[config.mk]
export PLATFORM = sky130hd
export DESIGN_NAME = trapezoidal_speed_ramp_core
export DESIGN_NICKNAME = d
export VERILOG_FILES = /design/src/rtl/tsr_pkg.sv /design/src/rtl/tsr_cmd_path.sv /design/src/rtl/tsr_ramp_state.sv /design/src/rtl/tsr_out_stage.sv /design/src/rtl/trapezoidal_speed_ramp_core.sv
export SDC_FILE = /design/constraint.sdc
export NUM_CORES = 2
export LEC_CHECK = 0
export BUFFER_PORTS_ARGS = -buffer_cell sky130_fd_sc_hd__buf_2
export CORE_ASPECT_RATIO = 1.5
export CORE_MARGIN = 5
export CORE_UTILIZATION = 60
export CTS_BUF_LIST = sky130_fd_sc_hd__clkbuf_2 sky130_fd_sc_hd__clkbuf_4 sky130_fd_sc_hd__clkbuf_8
export CTS_CLUSTER_SIZE = 14
export DETAILED_ROUTE_END_ITERATION = 8
export PLACE_DENSITY = 0.76
export RECOVER_POWER = 50
export SETUP_SLACK_MARGIN = 0.1
export SLEW_MARGIN = 0
export SYNTH_ARGS = -nofsm -noshare
export SYNTH_HDL_FRONTEND = slang
export SYNTH_SLANG_ARGS = --single-unit
[constraint.sdc]
create_clock -name aclk -period 13.5 [get_ports aclk]
set_input_delay 0.675 -clock aclk [delete_from_list [all_inputs] [get_ports aclk]]
set_output_delay 0.675 -clock aclk [all_outputs]
set_load 0.005 [all_outputs]
[src/rtl/tsr_pkg.sv]
// ============================================================================
// tsr_pkg
// Types, register indexes, codes and fixed constants of the speed ramp core.
// ============================================================================
`default_nettype none

package tsr_pkg;

    localparam int CfgIdxW  = 3;
    localparam int CfgDataW = 16;
    localparam int SpeedW   = 16;
    localparam int RpmW     = 15;
    localparam int RatioW   = 16;
    localparam int StepW    = 16;
    localparam int PprW     = 15;
    localparam int LimW     = 31;
    localparam int ClampW   = 17;
    localparam int ProdW    = 31;
    localparam int RateW    = 26;
    localparam int RateMagW = 25;
    localparam int FreqW    = 41;
    localparam int StatusW  = 2;

    // truncating division by 60: q = (m * RECIP) >> RECIP_SHIFT, exact for m < 2**30
    localparam int RPM_DIVISOR = 60;
    localparam int RecipW      = 31;
    localparam int RECIP_SHIFT = 36;
    localparam logic [RecipW-1:0] RECIP = RecipW'(((64'd1 << RECIP_SHIFT) + 64'(RPM_DIVISOR) - 64'd1)
                                                  / 64'(RPM_DIVISOR));
    localparam int WideW = ProdW + RecipW;

    localparam logic [CfgIdxW-1:0] REG_RPM_CEILING    = 3'd0;
    localparam logic [CfgIdxW-1:0] REG_RPM_FLOOR      = 3'd1;
    localparam logic [CfgIdxW-1:0] REG_GEAR_RATIO     = 3'd2;
    localparam logic [CfgIdxW-1:0] REG_RAMP_STEP      = 3'd3;
    localparam logic [CfgIdxW-1:0] REG_PULSES_PER_REV = 3'd4;

    localparam logic [RpmW-1:0]   RST_RPM_CEILING    = 15'd1000;
    localparam logic [RpmW-1:0]   RST_RPM_FLOOR      = 15'd0;
    localparam logic [RatioW-1:0] RST_GEAR_RATIO     = 16'd1;
    localparam logic [StepW-1:0]  RST_RAMP_STEP      = 16'd100;
    localparam logic [PprW-1:0]   RST_PULSES_PER_REV = 15'd200;

    localparam logic OP_COMMAND = 1'b0;
    localparam logic OP_TICK    = 1'b1;

    localparam logic [StatusW-1:0] STATUS_MOVING = 2'd0;
    localparam logic [StatusW-1:0] STATUS_DONE   = 2'd1;
    localparam logic [StatusW-1:0] STATUS_STOP   = 2'd2;

    typedef enum logic [1:0] {
        KIND_CMD  = 2'd0,
        KIND_TICK = 2'd1,
        KIND_STOP = 2'd2
    } kind_t;

    typedef struct packed {
        logic [RpmW-1:0]   rpm_ceiling;
        logic [RpmW-1:0]   rpm_floor;
        logic [RatioW-1:0] gear_ratio;
        logic [StepW-1:0]  ramp_step;
        logic [PprW-1:0]   pulses_per_rev;
    } cfg_t;

    typedef struct packed {
        logic                     operation;
        logic signed [SpeedW-1:0] speed_rpm;
        logic                     stop_request;
    } in_word_t;

    typedef struct packed {
        kind_t                   kind;
        logic signed [RateW-1:0] target;
    } cmd_word_t;

    typedef struct packed {
        kind_t                kind;
        logic                 direction;
        logic [RateMagW-1:0]  rate_mag;
    } ramp_word_t;

endpackage

`default_nettype wire

[src/rtl/tsr_cmd_path.sv]
// ============================================================================
// tsr_cmd_path
// Three-stage command path: clamp against scaled limits, scale by pulses per
// revolution, divide by 60 through a reciprocal multiply.
// ============================================================================
`default_nettype none

module tsr_cmd_path (
    input  wire logic              aclk,
    input  wire logic              aresetn,
    input  wire tsr_pkg::cfg_t     cfg,
    input  wire logic              in_valid,
    output logic                   in_ready,
    input  wire tsr_pkg::in_word_t in_word,
    output logic                   out_valid,
    input  wire logic              out_ready,
    output tsr_pkg::cmd_word_t     out_word
);
    import tsr_pkg::*;

    logic                     v1_reg, v2_reg, v3_reg;
    logic                     ready1, ready2, ready3;
    kind_t                    kind1_reg, kind2_reg, kind3_reg;
    kind_t                    kind1_next;
    logic signed [ClampW-1:0] clamp1_reg, clamp1_next;
    logic                     neg2_reg;
    logic [ProdW-1:0]         mag2_reg, mag2_next;
    logic signed [RateW-1:0]  target3_reg, target3_next;

    logic [SpeedW-1:0]        abs_in;
    logic [LimW-1:0]          max_lim, min_lim;
    logic signed [ClampW-1:0] max_s, min_s;
    logic [SpeedW-1:0]        abs_clamp;
    logic [WideW-1:0]         wide_prod;
    logic [RateMagW-1:0]      quot;

    assign ready3   = !v3_reg || out_ready;
    assign ready2   = !v2_reg || ready3;
    assign ready1   = !v1_reg || ready2;
    assign in_ready = ready1;

    // stage 1: clamp
    always_comb begin
        abs_in  = in_word.speed_rpm[SpeedW-1] ? SpeedW'(-in_word.speed_rpm)
                                              : SpeedW'(in_word.speed_rpm);
        max_lim = LimW'(cfg.rpm_ceiling) * LimW'(cfg.gear_ratio);
        min_lim = LimW'(cfg.rpm_floor) * LimW'(cfg.gear_ratio);
        max_s   = $signed({{(ClampW-RpmW){1'b0}}, cfg.rpm_ceiling});
        min_s   = $signed({{(ClampW-RpmW){1'b0}}, cfg.rpm_floor});
        if (in_word.speed_rpm == '0) begin
            clamp1_next = '0;
        end else if (LimW'(abs_in) > max_lim) begin
            clamp1_next = in_word.speed_rpm[SpeedW-1] ? -max_s : max_s;
        end else if (LimW'(abs_in) < min_lim) begin
            clamp1_next = in_word.speed_rpm[SpeedW-1] ? -min_s : min_s;
        end else begin
            clamp1_next = ClampW'(in_word.speed_rpm);
        end
        priority if (in_word.stop_request) begin
            kind1_next = KIND_STOP;
        end else if (in_word.operation == OP_TICK) begin
            kind1_next = KIND_TICK;
        end else begin
            kind1_next = KIND_CMD;
        end
    end

    // stage 2: scale magnitude
    always_comb begin
        abs_clamp = clamp1_reg[ClampW-1] ? SpeedW'(-clamp1_reg) : SpeedW'(clamp1_reg);
        mag2_next = ProdW'(abs_clamp) * ProdW'(cfg.pulses_per_rev);
    end

    // stage 3: divide by 60, restore sign
    always_comb begin
        wide_prod    = WideW'(mag2_reg) * WideW'(RECIP);
        quot         = wide_prod[RECIP_SHIFT +: RateMagW];
        target3_next = neg2_reg ? -$signed({1'b0, quot}) : $signed({1'b0, quot});
    end

    always_ff @(posedge aclk) begin
        if (!aresetn) begin
            v1_reg <= 1'b0;
            v2_reg <= 1'b0;
            v3_reg <= 1'b0;
        end else begin
            if (ready1) begin
                v1_reg <= in_valid;
            end
            if (ready2) begin
                v2_reg <= v1_reg;
            end
            if (ready3) begin
                v3_reg <= v2_reg;
            end
        end
    end

    always_ff @(posedge aclk) begin
        if (ready1) begin
            kind1_reg  <= kind1_next;
            clamp1_reg <= clamp1_next;
        end
        if (ready2) begin
            kind2_reg <= kind1_reg;
            neg2_reg  <= clamp1_reg[ClampW-1];
            mag2_reg  <= mag2_next;
        end
        if (ready3) begin
            kind3_reg   <= kind2_reg;
            target3_reg <= target3_next;
        end
    end

    assign out_valid       = v3_reg;
    assign out_word.kind   = kind3_reg;
    assign out_word.target = target3_reg;

endmodule

`default_nettype wire

[src/rtl/tsr_ramp_state.sv]
// ============================================================================
// tsr_ramp_state
// Ramp state register: takes new targets, steps or snaps the current rate on
// ticks and keeps the last direction.
// ============================================================================
`default_nettype none

module tsr_ramp_state (
    input  wire logic                          aclk,
    input  wire logic                          aresetn,
    input  wire logic [tsr_pkg::StepW-1:0]     ramp_step,
    input  wire logic                          in_valid,
    output logic                               in_ready,
    input  wire tsr_pkg::cmd_word_t            in_word,
    output logic                               out_valid,
    input  wire logic                          out_ready,
    output tsr_pkg::ramp_word_t                out_word
);
    import tsr_pkg::*;

    logic signed [RateW-1:0] target_reg, target_next;
    logic signed [RateW-1:0] prev_reg, prev_next;
    logic signed [RateW-1:0] cur_reg, cur_next;
    logic                    dir_reg, dir_next;
    logic                    out_v_reg;
    ramp_word_t              out_word_reg, out_word_next;
    logic                    fire;

    logic signed [RateW:0]   diff, step_s, up_sum, dn_sum, cur_x, tgt_x;
    logic [RateW:0]          diff_mag;
    logic                    snap;
    logic signed [RateW-1:0] tick_rate;

    assign in_ready = !out_v_reg || out_ready;
    assign fire     = in_valid && in_ready;

    always_comb begin
        cur_x    = (RateW+1)'(cur_reg);
        tgt_x    = (RateW+1)'(target_reg);
        step_s   = $signed({{(RateW+1-StepW){1'b0}}, ramp_step});
        diff     = tgt_x - (RateW+1)'(prev_reg);
        diff_mag = diff[RateW] ? (RateW+1)'(-diff) : (RateW+1)'(diff);
        up_sum   = cur_x + step_s;
        dn_sum   = cur_x - step_s;
        snap     = (diff_mag < (RateW+1)'(ramp_step)) && (diff != '0);

        prev_next = prev_reg;
        tick_rate = cur_reg;
        if (cur_reg != target_reg) begin
            if (!snap) begin
                prev_next = target_reg;
            end
            if (snap) begin
                tick_rate = target_reg;
            end else if (cur_reg < target_reg) begin
                tick_rate = (up_sum > tgt_x) ? target_reg : up_sum[RateW-1:0];
            end else begin
                tick_rate = (dn_sum < tgt_x) ? target_reg : dn_sum[RateW-1:0];
            end
        end
    end

    always_comb begin
        target_next = target_reg;
        cur_next    = cur_reg;
        dir_next    = dir_reg;
        if (fire) begin
            unique case (in_word.kind)
                KIND_CMD: begin
                    target_next = in_word.target;
                end
                KIND_TICK: begin
                    cur_next = tick_rate;
                    if (tick_rate > 0) begin
                        dir_next = 1'b0;
                    end else if (tick_rate < 0) begin
                        dir_next = 1'b1;
                    end
                end
                default: begin
                end
            endcase
        end
        out_word_next.kind      = in_word.kind;
        out_word_next.direction = dir_next;
        out_word_next.rate_mag  = '0;
        if (in_word.kind == KIND_TICK) begin
            out_word_next.rate_mag = cur_next[RateW-1] ? RateMagW'(-cur_next)
                                                       : RateMagW'(cur_next);
        end
    end

    always_ff @(posedge aclk) begin
        if (!aresetn) begin
            target_reg <= '0;
            prev_reg   <= '0;
            cur_reg    <= '0;
            dir_reg    <= 1'b0;
            out_v_reg  <= 1'b0;
        end else begin
            target_reg <= target_next;
            cur_reg    <= cur_next;
            dir_reg    <= dir_next;
            if (fire && in_word.kind == KIND_TICK) begin
                prev_reg <= prev_next;
            end
            if (in_ready) begin
                out_v_reg <= in_valid;
            end
        end
    end

    always_ff @(posedge aclk) begin
        if (fire) begin
            out_word_reg <= out_word_next;
        end
    end

    assign out_valid = out_v_reg;
    assign out_word  = out_word_reg;

    a_stop_holds_state: assert property (@(posedge aclk) disable iff (!aresetn)
        fire && in_word.kind == KIND_STOP |=>
            $stable(target_reg) && $stable(prev_reg) && $stable(cur_reg) && $stable(dir_reg))
        else $error("stop word changed ramp state");

    a_settled_tick_holds: assert property (@(posedge aclk) disable iff (!aresetn)
        fire && in_word.kind == KIND_TICK && cur_reg == target_reg |=>
            $stable(cur_reg) && $stable(prev_reg))
        else $error("tick moved a settled ramp");

    a_no_overshoot: assert property (@(posedge aclk) disable iff (!aresetn)
        fire && in_word.kind == KIND_TICK && cur_reg < target_reg |=> cur_reg <= target_reg)
        else $error("ramp overshot target");

endmodule

`default_nettype wire

[src/rtl/tsr_out_stage.sv]
// ============================================================================
// tsr_out_stage
// Result register: drive frequency multiply, status and run enable.
// ============================================================================
`default_nettype none

module tsr_out_stage (
    input  wire logic                        aclk,
    input  wire logic                        aresetn,
    input  wire logic [tsr_pkg::RatioW-1:0]  gear_ratio,
    input  wire logic                        in_valid,
    output logic                             in_ready,
    input  wire tsr_pkg::ramp_word_t         in_word,
    output logic                             m_valid,
    input  wire logic                        m_ready,
    output logic [tsr_pkg::StatusW-1:0]      m_status,
    output logic                             m_direction,
    output logic [tsr_pkg::FreqW-1:0]        m_drive_freq,
    output logic                             m_run_enable
);
    import tsr_pkg::*;

    logic                 valid_reg;
    logic [StatusW-1:0]   status_reg, status_next;
    logic                 dir_reg;
    logic [FreqW-1:0]     freq_reg, freq_next, freq_prod;
    logic                 run_reg, run_next;

    assign in_ready = !valid_reg || m_ready;

    always_comb begin
        freq_prod = FreqW'(in_word.rate_mag) * FreqW'(gear_ratio);
        run_next  = (in_word.kind == KIND_TICK) && (in_word.rate_mag != '0)
                    && (gear_ratio != '0);
        freq_next = run_next ? freq_prod : '0;
        unique case (in_word.kind)
            KIND_STOP: status_next = STATUS_STOP;
            KIND_TICK: status_next = run_next ? STATUS_MOVING : STATUS_DONE;
            KIND_CMD:  status_next = STATUS_MOVING;
            default:   status_next = STATUS_MOVING;
        endcase
    end

    always_ff @(posedge aclk) begin
        if (!aresetn) begin
            valid_reg <= 1'b0;
        end else if (in_ready) begin
            valid_reg <= in_valid;
        end
    end

    always_ff @(posedge aclk) begin
        if (in_ready && in_valid) begin
            status_reg <= status_next;
            dir_reg    <= in_word.direction;
            freq_reg   <= freq_next;
            run_reg    <= run_next;
        end
    end

    assign m_valid      = valid_reg;
    assign m_status     = status_reg;
    assign m_direction  = dir_reg;
    assign m_drive_freq = freq_reg;
    assign m_run_enable = run_reg;

    a_run_means_moving: assert property (@(posedge aclk) disable iff (!aresetn)
        m_valid && m_run_enable |-> m_status == STATUS_MOVING && m_drive_freq != '0)
        else $error("run enable without motion");

    a_stop_is_idle: assert property (@(posedge aclk) disable iff (!aresetn)
        m_valid && m_status == STATUS_STOP |-> !m_run_enable && m_drive_freq == '0)
        else $error("stop word drives the motor");

endmodule

`default_nettype wire

[src/rtl/trapezoidal_speed_ramp_core.sv]
// ============================================================================
// trapezoidal_speed_ramp_core
// Stepper speed ramp: speed commands set a clamped target rate, ramp ticks
// move the current rate toward it and report drive frequency and direction.
//
// Input channel (s_valid/s_ready): one word per command or tick; a stop
// request reports a priority stop and leaves the ramp untouched.
// Result channel (m_valid/m_ready): exactly one result word per input word,
// in order.
// Pipeline: input register, three command stages - clamp, scale, divide by
// 60 - ramp state, result register.
// Throughput: one word per cycle while m_ready is high, set by the ramp state.
// Stall: six words can be in flight; s_ready drops only when every stage is
// full and m_ready is low, and nothing is lost or repeated.
// Reset: aresetn (synchronous, active low) empties the pipeline, clears the
// ramp state and loads the register defaults.
// Configuration: cfg_wr_en writes cfg_wr_data to register cfg_addr at once;
// write only while the block holds no words.
// ============================================================================
`default_nettype none

module trapezoidal_speed_ramp_core (
    input  wire logic                              aclk,
    input  wire logic                              aresetn,
    input  wire logic                              cfg_wr_en,
    input  wire logic [tsr_pkg::CfgIdxW-1:0]       cfg_addr,
    input  wire logic [tsr_pkg::CfgDataW-1:0]      cfg_wr_data,
    input  wire logic                              s_valid,
    output logic                                   s_ready,
    input  wire logic                              s_operation,
    input  wire logic signed [tsr_pkg::SpeedW-1:0] s_speed_rpm,
    input  wire logic                              s_stop_request,
    output logic                                   m_valid,
    input  wire logic                              m_ready,
    output logic [tsr_pkg::StatusW-1:0]            m_status,
    output logic                                   m_direction,
    output logic [tsr_pkg::FreqW-1:0]              m_drive_freq,
    output logic                                   m_run_enable
);
    import tsr_pkg::*;

    cfg_t       cfg_reg, cfg_next;
    logic       in_v_reg;
    in_word_t   in_word_reg;
    logic       cmd_in_ready;
    logic       cmd_valid, cmd_ready;
    cmd_word_t  cmd_word;
    logic       ramp_valid, ramp_ready;
    ramp_word_t ramp_word;

    always_comb begin
        cfg_next = cfg_reg;
        if (cfg_wr_en) begin
            unique case (cfg_addr)
                REG_RPM_CEILING:    cfg_next.rpm_ceiling    = cfg_wr_data[RpmW-1:0];
                REG_RPM_FLOOR:      cfg_next.rpm_floor      = cfg_wr_data[RpmW-1:0];
                REG_GEAR_RATIO:     cfg_next.gear_ratio     = cfg_wr_data[RatioW-1:0];
                REG_RAMP_STEP:      cfg_next.ramp_step      = cfg_wr_data[StepW-1:0];
                REG_PULSES_PER_REV: cfg_next.pulses_per_rev = cfg_wr_data[PprW-1:0];
                default: begin
                end
            endcase
        end
    end

    always_ff @(posedge aclk) begin
        if (!aresetn) begin
            cfg_reg.rpm_ceiling    <= RST_RPM_CEILING;
            cfg_reg.rpm_floor      <= RST_RPM_FLOOR;
            cfg_reg.gear_ratio     <= RST_GEAR_RATIO;
            cfg_reg.ramp_step      <= RST_RAMP_STEP;
            cfg_reg.pulses_per_rev <= RST_PULSES_PER_REV;
        end else begin
            cfg_reg <= cfg_next;
        end
    end

    assign s_ready = !in_v_reg || cmd_in_ready;

    always_ff @(posedge aclk) begin
        if (!aresetn) begin
            in_v_reg <= 1'b0;
        end else if (s_ready) begin
            in_v_reg <= s_valid;
        end
    end

    always_ff @(posedge aclk) begin
        if (s_ready && s_valid) begin
            in_word_reg.operation    <= s_operation;
            in_word_reg.speed_rpm    <= s_speed_rpm;
            in_word_reg.stop_request <= s_stop_request;
        end
    end

    tsr_cmd_path u_cmd_path (
        .aclk      (aclk),
        .aresetn   (aresetn),
        .cfg       (cfg_reg),
        .in_valid  (in_v_reg),
        .in_ready  (cmd_in_ready),
        .in_word   (in_word_reg),
        .out_valid (cmd_valid),
        .out_ready (cmd_ready),
        .out_word  (cmd_word)
    );

    tsr_ramp_state u_ramp_state (
        .aclk      (aclk),
        .aresetn   (aresetn),
        .ramp_step (cfg_reg.ramp_step),
        .in_valid  (cmd_valid),
        .in_ready  (cmd_ready),
        .in_word   (cmd_word),
        .out_valid (ramp_valid),
        .out_ready (ramp_ready),
        .out_word  (ramp_word)
    );

    tsr_out_stage u_out_stage (
        .aclk         (aclk),
        .aresetn      (aresetn),
        .gear_ratio   (cfg_reg.gear_ratio),
        .in_valid     (ramp_valid),
        .in_ready     (ramp_ready),
        .in_word      (ramp_word),
        .m_valid      (m_valid),
        .m_ready      (m_ready),
        .m_status     (m_status),
        .m_direction  (m_direction),
        .m_drive_freq (m_drive_freq),
        .m_run_enable (m_run_enable)
    );

    a_backpressure_only_from_sink: assert property (@(posedge aclk) disable iff (!aresetn)
        !s_ready |-> m_valid && !m_ready)
        else $error("input stalled while result side drains");

endmodule

`default_nettype wire
==> run_results.csv <==
group,metric,value,unit
worst_setup_path,timing.rr.end,"u_cmd_path.clamp1_reg[14]$_SDFFCE_PN0P_",
run,maxCapViolations,5,
drt,initialDrtViolationCount,3073,
sta,worst_pin_slew,4.41,ns
sta,slew_headroom,-194,%
worst_setup_path,rr_worst_depth,29,
floorplan,fp.dieW,283,um
placed_design,place_congestion,1.05,
worst_setup_path,cp_slowest_cell,"dfxtp_1",
worst_setup_path,cp-endpoint,"u_cmd_path.clamp1_reg[14]$_SDFFCE_PN0P_",
clock_network,numCtsBuffers,55,
floorplan,num_rows,150,
floorplan,start_util,60.3,%
logic_synthesis,synth_cell_types,102,
clock_network,cts.repair.resized,0,
floorplan,design.die.area,119000,um2
sta,fin_crit_sh,79.9,%
sta,maxSlewViolCount,284,
final_layout,multi_input_area,52200,um2
worst_setup_path,crit_buf_inv,6,
logic_synthesis,synth_cells,7625,
worst_setup_path,timing.rr.start,"cfg_reg[37]$_SDFFE_PN0P_",
sta,hold_violations,0,
final_layout,layout_common_cells,"inv_1, nand2_1, fa_1",
worst_setup_path,cpPeakStageDelay,1.84,ns
clock_network,htree_levels,2,
worst_setup_path,crit_arrival,11.26,ns
worst_setup_path,endpoint_kind,"flip-flop",
worst_setup_path,required,13.97,ns
drt,first_pass_iters,6,
worst_setup_path,cp.depth,29,
floorplan,io_pins,89,
logic_synthesis,ys_ff_latch,334,
final_layout,final_common_cell,"inv_1",
logic_synthesis,syn-mean-instance-area,8.80,um2
final_layout,seq_area,8430,um2
clock_network,postCtsSetupBuffers,0,
drt,wire_per_inst,20.8,um
grt,track_usage,31.6,%
clock_network,clock_latency,0.75,ns
clock_network,hold_buffers,0,
run_status,status,"finished, violations left",
worst_setup_path,crit_family,"adder cells",
grt,antenna_found_initial,16,
drt,viasPerCell,5.95,
logic_synthesis,synth_fp_nets,9562,
sta,rsz0062_at_grt,"no",
grt,grt_max_degree,87,
worst_setup_path,path_class,"reg -> reg",
final_layout,drive_gt1_share,4.11,%
floorplan,coreArea,111000,um2
placed_design,dpl.hpwl,149000,um
sta,min_period,10.79,ns
final_layout,finish.net_count,9438,
clock_network,clk_pin_slew,0.07,ns
sta,skew,0.0365,ns
floorplan,die_h,420,um
grt,grt_pass1_vias,58412,
worst_setup_path,crit_start,"cfg_reg[37]$_SDFFE_PN0P_",
logic_synthesis,ys_warn_count,0,
hold_path,min_path_type,"in -> reg",
drt,vias,53581,
hold_path,timing.hold.worst.start,"s_operation",
sta,timing.setup.tns,0,ns
worst_setup_path,r2r_slack,2.71,ns
placed_design,portBuffers,88,
logic_synthesis,synth_top_flop_cell,"edfxtp_1",
clock_network,cts_tree,"done",
worst_setup_path,cp-start-kind,"flip-flop",
final_layout,area_growth_syn_to_layout,4.10,%
run_status,violations,"capacitance limit, slew limit",
final_layout,largest_reg_flops,77,
drt,postRouteAntennaNets,0,
final_layout,fillers,9380,
logic_synthesis,syn-cell-area,67100,um2
sta,setup_violations,0,
grt,grt_overflow,0,
drt,routed_wl,187000,um
clock_network,cts_root_buffer,"clkbuf_8",
logic_synthesis,async_flop_share,0,%
clock_network,cts.path.max_buffers,3,
logic_synthesis,synth-edff-count,172,
sta,max_freq,92.7,MHz
worst_setup_path,worst-path-max-fanout,57,
logic_synthesis,synth-seq-area-share,12.5,%
drt,drc,0,
grt,grt_pass1_wl,299000,um
clock_network,cts.sink_count,334,
synth_stat cells, drive strengths merged, types with 9 or more instances:
cell type,n,area (um2)
o211ai,34,255
o41ai,17,168
buf,31,150
nor2,255,957
a211o,17,151
a31oi,34,213
nor2b,41,257
o31ai,32,245
o21a,38,285
or2,18,113
mux2i,33,330
nand4,49,328
a21o,69,518
inv,1395,5240
clkbuf,312,1170
ha,877,11000
a41oi,10,87.6
o21bai,23,173
a21boi,10,75.1
xnor2,178,1560
fa,1018,20400
o2111ai,14,140
nor4,48,330
a221oi,10,118
o22a,9,78.8
nor4b,10,100
o21ai,172,861
and4,9,78.8
edfxtp,172,5160
xor2,119,1050
and3,32,200
a211oi,35,283
nand2,1060,3980
or3,35,219
nand3,88,445
dfxtp,162,3240
or4,13,97.6
a21oi,318,1590
and2,544,3400
a2111oi,10,87.6
nand2b,38,238
nor3,109,556
layout make-up:
class / instances / share of cell area, %
well taps: 1444 / 2.59
repair buffers: 162 / 1.34
clock buffers: 65 / 1.21
inverters: 1396 / 7.50
diodes: 11 / 0.0394
flip-flops and latches: 334 / 12.1
multi-input cells: 5552 / 74.7
clock inverters: 39 / 0.554
worst register-to-register path: cells and delay by family (launching register included):
kind	cells	cell delay, ns
AOI/OAI and AO/OA	6	1.57
xor gates and xnor gates	1	0.18
adders and majority gates	8	3.39
buffers and inverters	6	0.33
DFF	1	1.84
and+or+nand+nor	8	3.23
through the flow:
| step | hold WS [ns] | area (um2) | worst slack [ns] | util (%) | std cells |
|---|---|---|---|---|---|
| global route | 0.0958 | 69800 | 2.12 | 62.7 | 8994 |
| CTS | 0.0766 | 69900 | 3.62 | 62.8 | 8992 |
| global placement | 0.402 | 68700 | 3.86 | 61.7 | 8888 |
| finish | 0.118 | 69800 | 2.71 | 62.8 | 9003 |
| floorplan | 0.400 | 67100 | 5.24 | - | 7625 |
| detailed placement | 0.405 | 68700 | 3.64 | 61.7 | 8888 |
cells by family (layout without fill, tap and decap cells):
family                   count (synthesis)  count (layout)  synth area share (%)
AND/OR/NAND/NOR                       2382            2382                  17.3
adder cells (fa/ha/maj)               1895            1895                  46.7
buffers and inverters                 1739            1662                  9.78
AO/OA/AOI/OAI                          936             936                  9.14
flip-flops                             334             334                  12.5
XOR/XNOR                               298             298                  3.92
multiplexers                            41              41                 0.627
other                                    0              11                     0
how the worst min path moves through the flow:
stage                                        end  slack (ns)  depth (start not counted)
2_1_floorplan  u_cmd_path.kind2_reg[0]$_DFFE_PP_        0.40                          0
5_1_grt                in_word_reg[17]$_DFFE_PP_         0.1                          1
3_5_place_dp   u_cmd_path.kind2_reg[1]$_DFFE_PP_        0.40                          0
4_1_cts                in_word_reg[17]$_DFFE_PP_        0.08                          1
6_report               in_word_reg[17]$_DFFE_PP_        0.12                          1
3_3_place_gp   u_cmd_path.kind2_reg[1]$_DFFE_PP_        0.40                          0
routing by layer:
layer  wire, um  track usage, %
met1      62000            32.0
met3      12400            5.71
met4      15500            21.8
met5         84               0
met2      97000            58.7
Power is not shown: default switching activity piles up to over one toggle a cycle in this logic, so the estimate is an artifact.
